<file path="config.mk">
export PLATFORM = sky130hd
export DESIGN_NAME = column_residual_gain_argmin
export DESIGN_NICKNAME = d
export VERILOG_FILES = /design/src/rtl/crga_pkg.sv /design/src/rtl/column_residual_gain_argmin.sv /design/src/rtl/crga_ctrl.sv /design/src/rtl/crga_dp.sv
export SDC_FILE = /design/constraint.sdc
export NUM_CORES = 2
export LEC_CHECK = 0
export BUFFER_PORTS_ARGS = -buffer_cell sky130_fd_sc_hd__clkbuf_2
export CORE_MARGIN = 2
export CORE_UTILIZATION = 52
export DETAILED_ROUTE_END_ITERATION = 7
export GPL_ROUTABILITY_DRIVEN = 0
export PLACE_DENSITY = 0.7
export SLEW_MARGIN = 30
export SYNTH_ARGS = -nofsm -noshare
export SYNTH_HDL_FRONTEND = slang
export SYNTH_SLANG_ARGS = --single-unit
</file>
<file path="constraint.sdc">
create_clock -name clk_i -period 10.1 [get_ports clk_i]
set_clock_uncertainty 0.05 [all_clocks]
set_input_delay 0.505 -clock clk_i [delete_from_list [all_inputs] [get_ports clk_i]]
set_output_delay 0.505 -clock clk_i [all_outputs]
set_load 0.05 [all_outputs]
</file>
<file path="src/rtl/crga_pkg.sv">
// crga_pkg: shared types and constants for the column residual gain argmin block
// command and status structs between controller and datapath, square step codes
// depends on: nothing
`timescale 1ns / 1ps
`default_nettype none

package crga_pkg;

  // column counter wraps after this many candidates
  localparam int unsigned MaxCols = 256;

  // accumulator and divider widths
  localparam int unsigned AccW  = 42;
  localparam int unsigned HalfW = 21;
  localparam int unsigned SqW   = 84;
  localparam int unsigned DivW  = 48;
  localparam int unsigned RhoW  = 32;
  localparam int unsigned ColW  = 8;

  // partial product select for the split square of the dot magnitude
  typedef enum logic [1:0] {
    PP_LL = 2'd0,
    PP_HL = 2'd1,
    PP_HH = 2'd2
  } pp_sel_e;

  // controller to datapath commands
  typedef struct packed {
    logic    in_fire;
    logic    start;
    logic    mul_en;
    pp_sel_e mul_sel;
    logic    add_en;
    pp_sel_e add_sel;
    logic    div_init;
    logic    div_step;
    logic    rho_en;
    logic    fin;
  } crga_cmd_t;

  // datapath to controller status
  typedef struct packed {
    logic s_zero;
    logic out_busy;
  } crga_stat_t;

endpackage

`default_nettype wire

</file>
<file path="src/rtl/column_residual_gain_argmin.sv">
// column_residual_gain_argmin: top level, joins sequencer and datapath
// depends on: crga_pkg, crga_ctrl, crga_dp
// throughput: one element per cycle within a column; after a column's last element the input
// stalls through the square, divide and result phases, longer while a finished result is still held
// result order: square, divide, rho, output register; a zero-norm column skips square and divide
// reset: async, clears accumulators, column count and best index, best rho to all ones
`timescale 1ns / 1ps
`default_nettype none

module column_residual_gain_argmin (
  input  wire logic               clk_i,
  input  wire logic               rst_ni,
  input  wire logic               in_valid_i,
  output logic                    in_stall_o,
  input  wire logic signed [15:0] col_element_i,
  input  wire logic signed [15:0] residual_element_i,
  input  wire logic [15:0]        res_norm_i,
  input  wire logic               last_row_i,
  input  wire logic               last_column_i,
  output logic                    out_valid_o,
  input  wire logic               out_stall_i,
  output logic [31:0]             rho_o,
  output logic [7:0]              column_index_o,
  output logic [7:0]              best_index_o,
  output logic                    final_res_o
);
  import crga_pkg::*;

  crga_cmd_t  cmd;
  crga_stat_t stat;

  // phase sequencer
  crga_ctrl u_ctrl (
    .clk_i         (clk_i),
    .rst_ni        (rst_ni),
    .in_valid_i    (in_valid_i),
    .in_last_row_i (last_row_i),
    .in_stall_o    (in_stall_o),
    .stat_i        (stat),
    .cmd_o         (cmd)
  );

  // arithmetic and result register
  crga_dp u_dp (
    .clk_i              (clk_i),
    .rst_ni             (rst_ni),
    .cmd_i              (cmd),
    .stat_o             (stat),
    .col_element_i      (col_element_i),
    .residual_element_i (residual_element_i),
    .res_norm_i         (res_norm_i),
    .last_column_i      (last_column_i),
    .out_valid_o        (out_valid_o),
    .out_stall_i        (out_stall_i),
    .rho_o              (rho_o),
    .column_index_o     (column_index_o),
    .best_index_o       (best_index_o),
    .final_res_o        (final_res_o)
  );

endmodule

`default_nettype wire

</file>
<file path="src/rtl/crga_ctrl.sv">
// crga_ctrl: sequencer for accumulate, square, divide and result phases
// depends on: crga_pkg
`timescale 1ns / 1ps
`default_nettype none

module crga_ctrl (
  input  wire logic                   clk_i,
  input  wire logic                   rst_ni,
  input  wire logic                   in_valid_i,
  input  wire logic                   in_last_row_i,
  output logic                        in_stall_o,
  input  wire crga_pkg::crga_stat_t   stat_i,
  output crga_pkg::crga_cmd_t         cmd_o
);
  import crga_pkg::*;

  localparam logic [3:0] StAcc   = 4'd0;
  localparam logic [3:0] StFlush = 4'd1;
  localparam logic [3:0] StStart = 4'd2;
  localparam logic [3:0] StM0    = 4'd3;
  localparam logic [3:0] StM1    = 4'd4;
  localparam logic [3:0] StM2    = 4'd5;
  localparam logic [3:0] StM3    = 4'd6;
  localparam logic [3:0] StDchk  = 4'd7;
  localparam logic [3:0] StDiv   = 4'd8;
  localparam logic [3:0] StRho   = 4'd9;
  localparam logic [3:0] StFin   = 4'd10;

  logic [3:0] state_q, state_d;
  logic [4:0] cnt_q, cnt_d;
  logic       in_fire;

  // input is taken only while accumulating a column
  assign in_stall_o = (state_q != StAcc);
  assign in_fire    = in_valid_i && !in_stall_o;

  // next state and commands
  always_comb begin
    state_d       = state_q;
    cnt_d         = cnt_q;
    cmd_o         = '0;
    cmd_o.mul_sel = PP_LL;
    cmd_o.add_sel = PP_LL;
    cmd_o.in_fire = in_fire;
    unique case (state_q)
      StAcc: begin
        if (in_fire && in_last_row_i) begin
          state_d = StFlush;
        end
      end
      StFlush: begin
        state_d = StStart;
      end
      StStart: begin
        cmd_o.start = 1'b1;
        state_d     = stat_i.s_zero ? StRho : StM0;
      end
      StM0: begin
        cmd_o.mul_en  = 1'b1;
        cmd_o.mul_sel = PP_LL;
        state_d       = StM1;
      end
      StM1: begin
        cmd_o.mul_en  = 1'b1;
        cmd_o.mul_sel = PP_HL;
        cmd_o.add_en  = 1'b1;
        cmd_o.add_sel = PP_LL;
        state_d       = StM2;
      end
      StM2: begin
        cmd_o.mul_en  = 1'b1;
        cmd_o.mul_sel = PP_HH;
        cmd_o.add_en  = 1'b1;
        cmd_o.add_sel = PP_HL;
        state_d       = StM3;
      end
      StM3: begin
        cmd_o.add_en  = 1'b1;
        cmd_o.add_sel = PP_HH;
        state_d       = StDchk;
      end
      StDchk: begin
        cmd_o.div_init = 1'b1;
        cnt_d          = 5'd31;
        state_d        = StDiv;
      end
      StDiv: begin
        cmd_o.div_step = 1'b1;
        cnt_d          = cnt_q - 5'd1;
        if (cnt_q == 5'd0) begin
          state_d = StRho;
        end
      end
      StRho: begin
        cmd_o.rho_en = 1'b1;
        state_d      = StFin;
      end
      StFin: begin
        if (!stat_i.out_busy) begin
          cmd_o.fin = 1'b1;
          state_d   = StAcc;
        end
      end
      default: begin
        state_d = StAcc;
      end
    endcase
  end

  // state registers
  always_ff @(posedge clk_i or negedge rst_ni) begin
    if (!rst_ni) begin
      state_q <= StAcc;
      cnt_q   <= '0;
    end else begin
      state_q <= state_d;
      cnt_q   <= cnt_d;
    end
  end

`ifndef SYNTHESIS
  // a column end always closes the input for the result phase
  a_last_row_stalls: assert property (@(posedge clk_i) disable iff (!rst_ni)
    in_fire && in_last_row_i |=> in_stall_o)
    else $error("input not stalled after column end");

  // divider runs exactly 32 steps before the rho stage
  a_div_len: assert property (@(posedge clk_i) disable iff (!rst_ni)
    cmd_o.div_init |=> ##32 (state_q == StRho))
    else $error("divider step count wrong");
`endif

endmodule

`default_nettype wire

</file>
<file path="src/rtl/crga_dp.sv">
// crga_dp: multiply-accumulate, split square, bit-serial divider, argmin and output register
// depends on: crga_pkg
`timescale 1ns / 1ps
`default_nettype none

module crga_dp (
  input  wire logic                  clk_i,
  input  wire logic                  rst_ni,
  input  wire crga_pkg::crga_cmd_t   cmd_i,
  output crga_pkg::crga_stat_t       stat_o,
  input  wire logic signed [15:0]    col_element_i,
  input  wire logic signed [15:0]    residual_element_i,
  input  wire logic [15:0]           res_norm_i,
  input  wire logic                  last_column_i,
  output logic                       out_valid_o,
  input  wire logic                  out_stall_i,
  output logic [31:0]                rho_o,
  output logic [7:0]                 column_index_o,
  output logic [7:0]                 best_index_o,
  output logic                       final_res_o
);
  import crga_pkg::*;

  localparam logic [ColW-1:0] ColLast = ColW'(MaxCols - 1);
  localparam logic [AccW-1:0] SqMax   = {AccW{1'b1}};
  localparam logic [AccW-1:0] DotMax  = {1'b0, {(AccW-1){1'b1}}};
  localparam logic [AccW-1:0] DotMin  = {1'b1, {(AccW-1){1'b0}}};

  // product stage
  logic signed [31:0] aa_prod, ar_prod;
  logic [30:0]        pa_q;
  logic signed [31:0] pr_q;
  logic               prod_vld_q;
  logic [15:0]        n_q;
  logic               lcol_q;

  // accumulators
  logic [AccW-1:0]    sq_acc_q, sq_acc_d;
  logic [AccW-1:0]    dot_acc_q, dot_acc_d;
  logic [AccW:0]      sq_sum;
  logic signed [AccW:0] dot_sum;

  // operand latch and square
  logic [AccW-1:0]    d_abs, d_q;
  logic [DivW-1:0]    v_q;
  logic               zero_q;
  logic [RhoW-1:0]    nsq_q;
  logic [HalfW-1:0]   opa, opb;
  logic [2*HalfW-1:0] mprod_q;
  logic [SqW-1:0]     sq_q, pp_sh;

  // divider
  logic [SqW-RhoW-1:0] hi_part;
  logic [DivW-1:0]     rem_q;
  logic [RhoW-1:0]     qlo_q;
  logic                ovf_q;
  logic [DivW:0]       trial;
  logic                ge;

  // result and argmin
  logic [RhoW-1:0]    rho_q;
  logic [RhoW-1:0]    best_rho_q;
  logic [ColW-1:0]    best_col_q, best_col_new;
  logic [ColW-1:0]    cnt_q;
  logic               better;
  logic               out_valid_q;

  // element products
  assign aa_prod = col_element_i * col_element_i;
  assign ar_prod = col_element_i * residual_element_i;

  always_ff @(posedge clk_i) begin
    if (cmd_i.in_fire) begin
      pa_q   <= aa_prod[30:0];
      pr_q   <= ar_prod;
      n_q    <= res_norm_i;
      lcol_q <= last_column_i;
    end
  end

  always_ff @(posedge clk_i or negedge rst_ni) begin
    if (!rst_ni) begin
      prod_vld_q <= 1'b0;
    end else begin
      prod_vld_q <= cmd_i.in_fire;
    end
  end

  // saturating accumulate
  assign sq_sum  = {1'b0, sq_acc_q} + (AccW+1)'(pa_q);
  assign dot_sum = $signed({dot_acc_q[AccW-1], dot_acc_q}) + (AccW+1)'(pr_q);

  always_comb begin
    sq_acc_d  = sq_acc_q;
    dot_acc_d = dot_acc_q;
    if (cmd_i.start) begin
      sq_acc_d  = '0;
      dot_acc_d = '0;
    end else if (prod_vld_q) begin
      sq_acc_d = sq_sum[AccW] ? SqMax : sq_sum[AccW-1:0];
      if (dot_sum[AccW] != dot_sum[AccW-1]) begin
        dot_acc_d = dot_sum[AccW] ? DotMin : DotMax;
      end else begin
        dot_acc_d = dot_sum[AccW-1:0];
      end
    end
  end

  always_ff @(posedge clk_i or negedge rst_ni) begin
    if (!rst_ni) begin
      sq_acc_q  <= '0;
      dot_acc_q <= '0;
    end else begin
      sq_acc_q  <= sq_acc_d;
      dot_acc_q <= dot_acc_d;
    end
  end

  // magnitude of the dot product
  assign d_abs = dot_acc_q[AccW-1] ? (~dot_acc_q + AccW'(1)) : dot_acc_q;

  // operand select for the shared half-width multiplier
  always_comb begin
    case (cmd_i.mul_sel)
      PP_LL:   begin opa = d_q[HalfW-1:0];    opb = d_q[HalfW-1:0]; end
      PP_HL:   begin opa = d_q[AccW-1:HalfW]; opb = d_q[HalfW-1:0]; end
      PP_HH:   begin opa = d_q[AccW-1:HalfW]; opb = d_q[AccW-1:HalfW]; end
      default: begin opa = '0;                opb = '0; end
    endcase
  end

  // cross term counts twice, so it sits one bit higher
  always_comb begin
    case (cmd_i.add_sel)
      PP_LL:   pp_sh = SqW'(mprod_q);
      PP_HL:   pp_sh = SqW'(mprod_q) << (HalfW + 1);
      PP_HH:   pp_sh = SqW'(mprod_q) << (2 * HalfW);
      default: pp_sh = '0;
    endcase
  end

  // divider trial subtract
  assign hi_part = sq_q[SqW-1:RhoW];
  assign trial   = {rem_q, qlo_q[RhoW-1]};
  assign ge      = (trial >= {1'b0, v_q});

  // operand latch, square and divide
  always_ff @(posedge clk_i) begin
    if (cmd_i.start) begin
      d_q    <= d_abs;
      v_q    <= {sq_acc_q, 6'b0};
      zero_q <= (sq_acc_q == '0);
      nsq_q  <= n_q * n_q;
      sq_q   <= '0;
    end
    if (cmd_i.mul_en) begin
      mprod_q <= opa * opb;
    end
    if (cmd_i.add_en) begin
      sq_q <= sq_q + pp_sh;
    end
    if (cmd_i.div_init) begin
      ovf_q <= (hi_part >= (SqW-RhoW)'(v_q));
      rem_q <= hi_part[DivW-1:0];
      qlo_q <= sq_q[RhoW-1:0];
    end
    if (cmd_i.div_step) begin
      rem_q <= ge ? DivW'(trial - {1'b0, v_q}) : trial[DivW-1:0];
      qlo_q <= {qlo_q[RhoW-2:0], ge};
    end
    if (cmd_i.rho_en) begin
      if (zero_q) begin
        rho_q <= nsq_q;
      end else if (ovf_q || (qlo_q >= nsq_q)) begin
        rho_q <= '0;
      end else begin
        rho_q <= nsq_q - qlo_q;
      end
    end
  end

  // running argmin, first column wins ties
  assign better       = (rho_q < best_rho_q);
  assign best_col_new = better ? cnt_q : best_col_q;

  always_ff @(posedge clk_i or negedge rst_ni) begin
    if (!rst_ni) begin
      cnt_q      <= '0;
      best_rho_q <= '1;
      best_col_q <= '0;
    end else if (cmd_i.fin) begin
      if (lcol_q) begin
        cnt_q      <= '0;
        best_rho_q <= '1;
        best_col_q <= '0;
      end else begin
        cnt_q      <= (cnt_q == ColLast) ? '0 : cnt_q + ColW'(1);
        best_rho_q <= better ? rho_q : best_rho_q;
        best_col_q <= best_col_new;
      end
    end
  end

  // output register
  always_ff @(posedge clk_i) begin
    if (cmd_i.fin) begin
      rho_o          <= rho_q;
      column_index_o <= cnt_q;
      best_index_o   <= best_col_new;
      final_res_o    <= lcol_q;
    end
  end

  always_ff @(posedge clk_i or negedge rst_ni) begin
    if (!rst_ni) begin
      out_valid_q <= 1'b0;
    end else if (cmd_i.fin) begin
      out_valid_q <= 1'b1;
    end else if (!out_stall_i) begin
      out_valid_q <= 1'b0;
    end
  end

  assign out_valid_o     = out_valid_q;
  assign stat_o.out_busy = out_valid_q && out_stall_i;
  assign stat_o.s_zero   = (sq_acc_q == '0);

`ifndef SYNTHESIS
  // a held result is never overwritten
  a_no_overwrite: assert property (@(posedge clk_i) disable iff (!rst_ni)
    cmd_i.fin |-> !(out_valid_q && out_stall_i))
    else $error("result loaded over a stalled transfer");

  // best rho never exceeds the rho just folded in
  a_best_le_rho: assert property (@(posedge clk_i) disable iff (!rst_ni)
    cmd_i.fin && !lcol_q |=> best_rho_q <= $past(rho_q))
    else $error("argmin tracking lost a smaller rho");

  // zero-norm column passes norm squared through
  a_zero_col: assert property (@(posedge clk_i) disable iff (!rst_ni)
    cmd_i.rho_en && zero_q |=> rho_q == $past(nsq_q))
    else $error("zero-norm column rho wrong");

  // saturated gain clamps rho to zero
  a_ovf_zero: assert property (@(posedge clk_i) disable iff (!rst_ni)
    cmd_i.rho_en && !zero_q && ovf_q |=> rho_q == '0)
    else $error("saturated gain did not clamp rho");
`endif

endmodule

`default_nettype wire
</file>
==> reports/summary.txt <==
IO buf count -> 104
Maximum root-to-sink buffer count -> 3
Setup Buffers After CTS -> 0
Chip Height -> 390.6 um
CP startpoint -> u_ctrl.state_q[3]$_DFFE_PN0P_
Hold path depth -> 3
Clock Latency Late Sink -> 660 ps
Worst R2R Start -> u_ctrl.state_q[3]$_DFFE_PN0P_
Sequential fraction of the synthesis area -> 0.2331
Post-synth EDFFs -> 483
Total GRT Usage -> 0.2670
Worst path most repeated cell -> fa_1
Max FO, Critical Path -> 21
Vias in the first global route -> 60,690
Cell area after synthesis -> 0.07773 mm2
Starting Density -> 0.5252
CTS sink count -> 626
Hold EP -> u_dp.out_valid_o$_DFFE_PN0P_
Final Hold Vio Count -> 0
Hold WC Path Type -> in2reg
Fillers -> 12,980
Total die area -> 0.1526 mm2
Nets -> 10,070
Worst Max-Slew Pin Slew -> 937.4 ps
Arr. time, crit path -> 9880 ps
Final min period -> 9533 ps
Gr ovfl total -> 0
FF-to-FF setup slack -> 570 ps
RSZ-0062 raised after global routing -> no
Antenna Nets Post-Route -> 0
Main synth FF type -> edfxtp_1
Kind of critical path -> reg2reg
Max cap viols -> 0
Largest net degree at the start of global routing -> 89
Area of the multi-input gates -> 0.05325 mm2
Initial DRC Count -> 4,751
Storage element area -> 0.01813 mm2
Setup-failing EPs final -> 0
Residual DRC -> 2
Synth area leader -> fa_1
Vias per std cell -> 5.744
H-tree levels -> 3
Row Count -> 141
Worst-path clk slew -> 60 ps
Cell count after synthesis -> 8,296
Layout area overhead -> 6.703%
Asr flop ratio synth -> 0.2284
Critical Path Slowest Stage Cell -> o21ai_0
Worst R2R End -> u_dp.mprod_q[41]$_DFFE_PP_
Hold_sp -> out_stall_i
Mapped Avg Cell Area -> 9.370 um2
CTS tree -> yes
WL per Instance -> 19.55 um
Final WL -> 200,600 um
Synth cell types -> 83
CP Capture Type -> flip-flop
Die Wd -> 390.6 um
Layout cells sized above 1 -> 0.05184
Worst stage delay on the critical path -> 710 ps
Violated checks -> design-rule violations
Global-route wire length before repair -> 322,700 um
Worst r2r path cells -> 29
Dpl hpwl -> 160,100 um
Pre-Repair DR Iteration Count -> 8
Post-Syn Nets -> 10,090
CORE AREA -> 0.1480 mm2
Final slew viol count -> 0
DR vias -> 58,950
FF+latch count, synth -> 626
Fin Setup TNS -> 0 ps
Achievable frequency -> 104.9 MHz
Max-slew headroom -> 0.3669
Initial antenna violation count -> 1
Root buffer cell -> clkbuf_16
IO Count -> 105
Top cell type's share of synthesized area -> 0.2630
Ant diodes -> 0
Number of warnings issued by yosys -> 0
Final cycle utilization of the critical path -> 0.9439
Top cells by area, synth -> fa_1 26%, edfxtp_1 19%, ha_1 12%
Element type at the critical path start -> flip-flop
TritonCTS Buffers -> 70
Status -> complete, but fails checks
Worst Path Required -> 10,440 ps
[cell type report]
| class | instances | area share |
|---|---|---|
| Sequential cell | 626 | 0.2185 |
| Clock inverter | 38 | 0.005582 |
| Timing Repair Buffer | 212 | 0.01697 |
| Multi-Input combinational cell | 5944 | 0.6420 |
| Clock buffer | 91 | 0.02343 |
| Tap cell | 1930 | 0.02911 |
| Inverter | 1422 | 0.06438 |
[metrics by stage]
| step | area, um2 | utilization | hold WS, ps | setup slack, ps | instances |
|---|---|---|---|---|---|
| finish | 82940 | 0.5604 | 68.20 | 566.9 | 10260 |
| global route | 82940 | 0.5604 | 90.60 | 105.6 | 10260 |
| CTS | 82880 | 0.5600 | 44.67 | 386.5 | 10260 |
| detailed placement | 80300 | 0.5425 | 401.7 | 398.0 | 10110 |
| global placement | 80290 | 0.5424 | 405.6 | 547.0 | 10110 |
| floorplan | 77730 | - | 159.4 | 182.5 | 8296 |
[metal layers]
metal	GRT usage	vias up	part of all wire
li1	-	27150	-
met1	0.3540	29120	0.41
met2	0.4395	2187	0.47
met3	0.04353	496	0.075
met4	0.1035	2	0.044
met5	0	-	0.000065
[cells in the mapped netlist (13+ instances only)]
cell type and n:
xnor2_1 251, a221o_1 13, ha_1 719, clkbuf_1 294, a22o_1 65, dfstp_2 32, xor2_1 130, o211ai_1 47
nand4_1 58, fa_1 1021, nand2_1 885, a31oi_1 89, nand2b_1 69, nor2b_1 57, a21o_1 217, o21bai_1 57
nor3_1 69, o31ai_1 28, a22oi_1 44, a211oi_1 30, nor4_1 19, nor2_1 644, inv_1 1419, a21oi_1 361
nand3_1 84, o21ai_0 361, a21boi_0 15, or2_2 39, or3_1 37, and3_1 66, dfrtp_1 111, edfxtp_1 483
and2_1 231, o21a_1 57
[worst max-delay path by stage]
stage                                 endpoint  slack (ps)  depth (start not counted)
finish              u_dp.mprod_q[41]$_DFFE_PP_         570                         29
global route        u_dp.mprod_q[41]$_DFFE_PP_         110                         30
floorplan           u_dp.mprod_q[40]$_DFFE_PP_         180                         36
CTS                 u_dp.mprod_q[40]$_DFFE_PP_         390                         32
global placement    u_dp.mprod_q[40]$_DFFE_PP_         550                         32
detailed placement  u_dp.mprod_q[40]$_DFFE_PP_         400                         32
[registers in the layout, summed over array words and instances, names as in the netlist, 30 cells and up]
| signal | count |
|---|---|
| u_dp.sq_acc_q | 42 |
| u_dp.rho_o | 32 |
| u_dp.nsq_q | 31 |
| u_dp.pa_q | 30 |
| u_dp.sq_q | 84 |
| u_dp.d_q | 42 |
| u_dp.pr_q | 32 |
| u_dp.qlo_q | 32 |
| u_dp.dot_acc_q | 42 |
| u_dp.mprod_q | 42 |
| u_dp.rho_q | 32 |
| u_dp.rem_q | 48 |
| u_dp.best_rho_q | 32 |
| u_dp.v_q | 42 |
[critical path, delay by kind of cell (launching register included)]
kind / cells / cell delay [ps]
DFF: 1 / 480
buffers and inverters: 5 / 510
adders and majority gates: 9 / 4600
AOI/OAI and AO/OA: 7 / 1900
and+or+nand+nor: 7 / 1670
xor gates and xnor gates: 1 / 80
[cell families after synthesis]
| logic type | after synthesis | synth area share |
|---|---|---|
| simple gates | 2301 | 0.1348 |
| flops | 626 | 0.2331 |
| mux | 14 | 0.001948 |
| xor+xnor | 381 | 0.04293 |
| fa+ha+maj | 1740 | 0.3787 |
| buf+inv | 1726 | 0.08336 |
| compound gates | 1508 | 0.1251 |
[cell usage in the layout (no fill, tap or decap), types with 86 or more instances in the layout]
cell      netlist  final
a21o_1        217    217
nor2_1        644    641
a31oi_1        89     89
fa_1         1021   1021
nand2_1       885    882
xor2_1        130    130
dfrtp_1       111    110
buf_4           0     86
ha_1          719    718
a21oi_1       361    360
inv_1        1419   1417
and2_1        231    231
clkbuf_2        0    104
o21ai_0       361    360
edfxtp_1      483    483
xnor2_1       251    250
[what timing repair did]
item,4_1_cts,5_1_grt
gates resized for setup,0,4
hold buffers,18,0
setup endpoints to repair,0,3
endpoints found under the hold margin,43,0
Power is left out: the tool's default activity adds up to more than one toggle a clock period on the data nets, which glitch-free logic cannot reach.
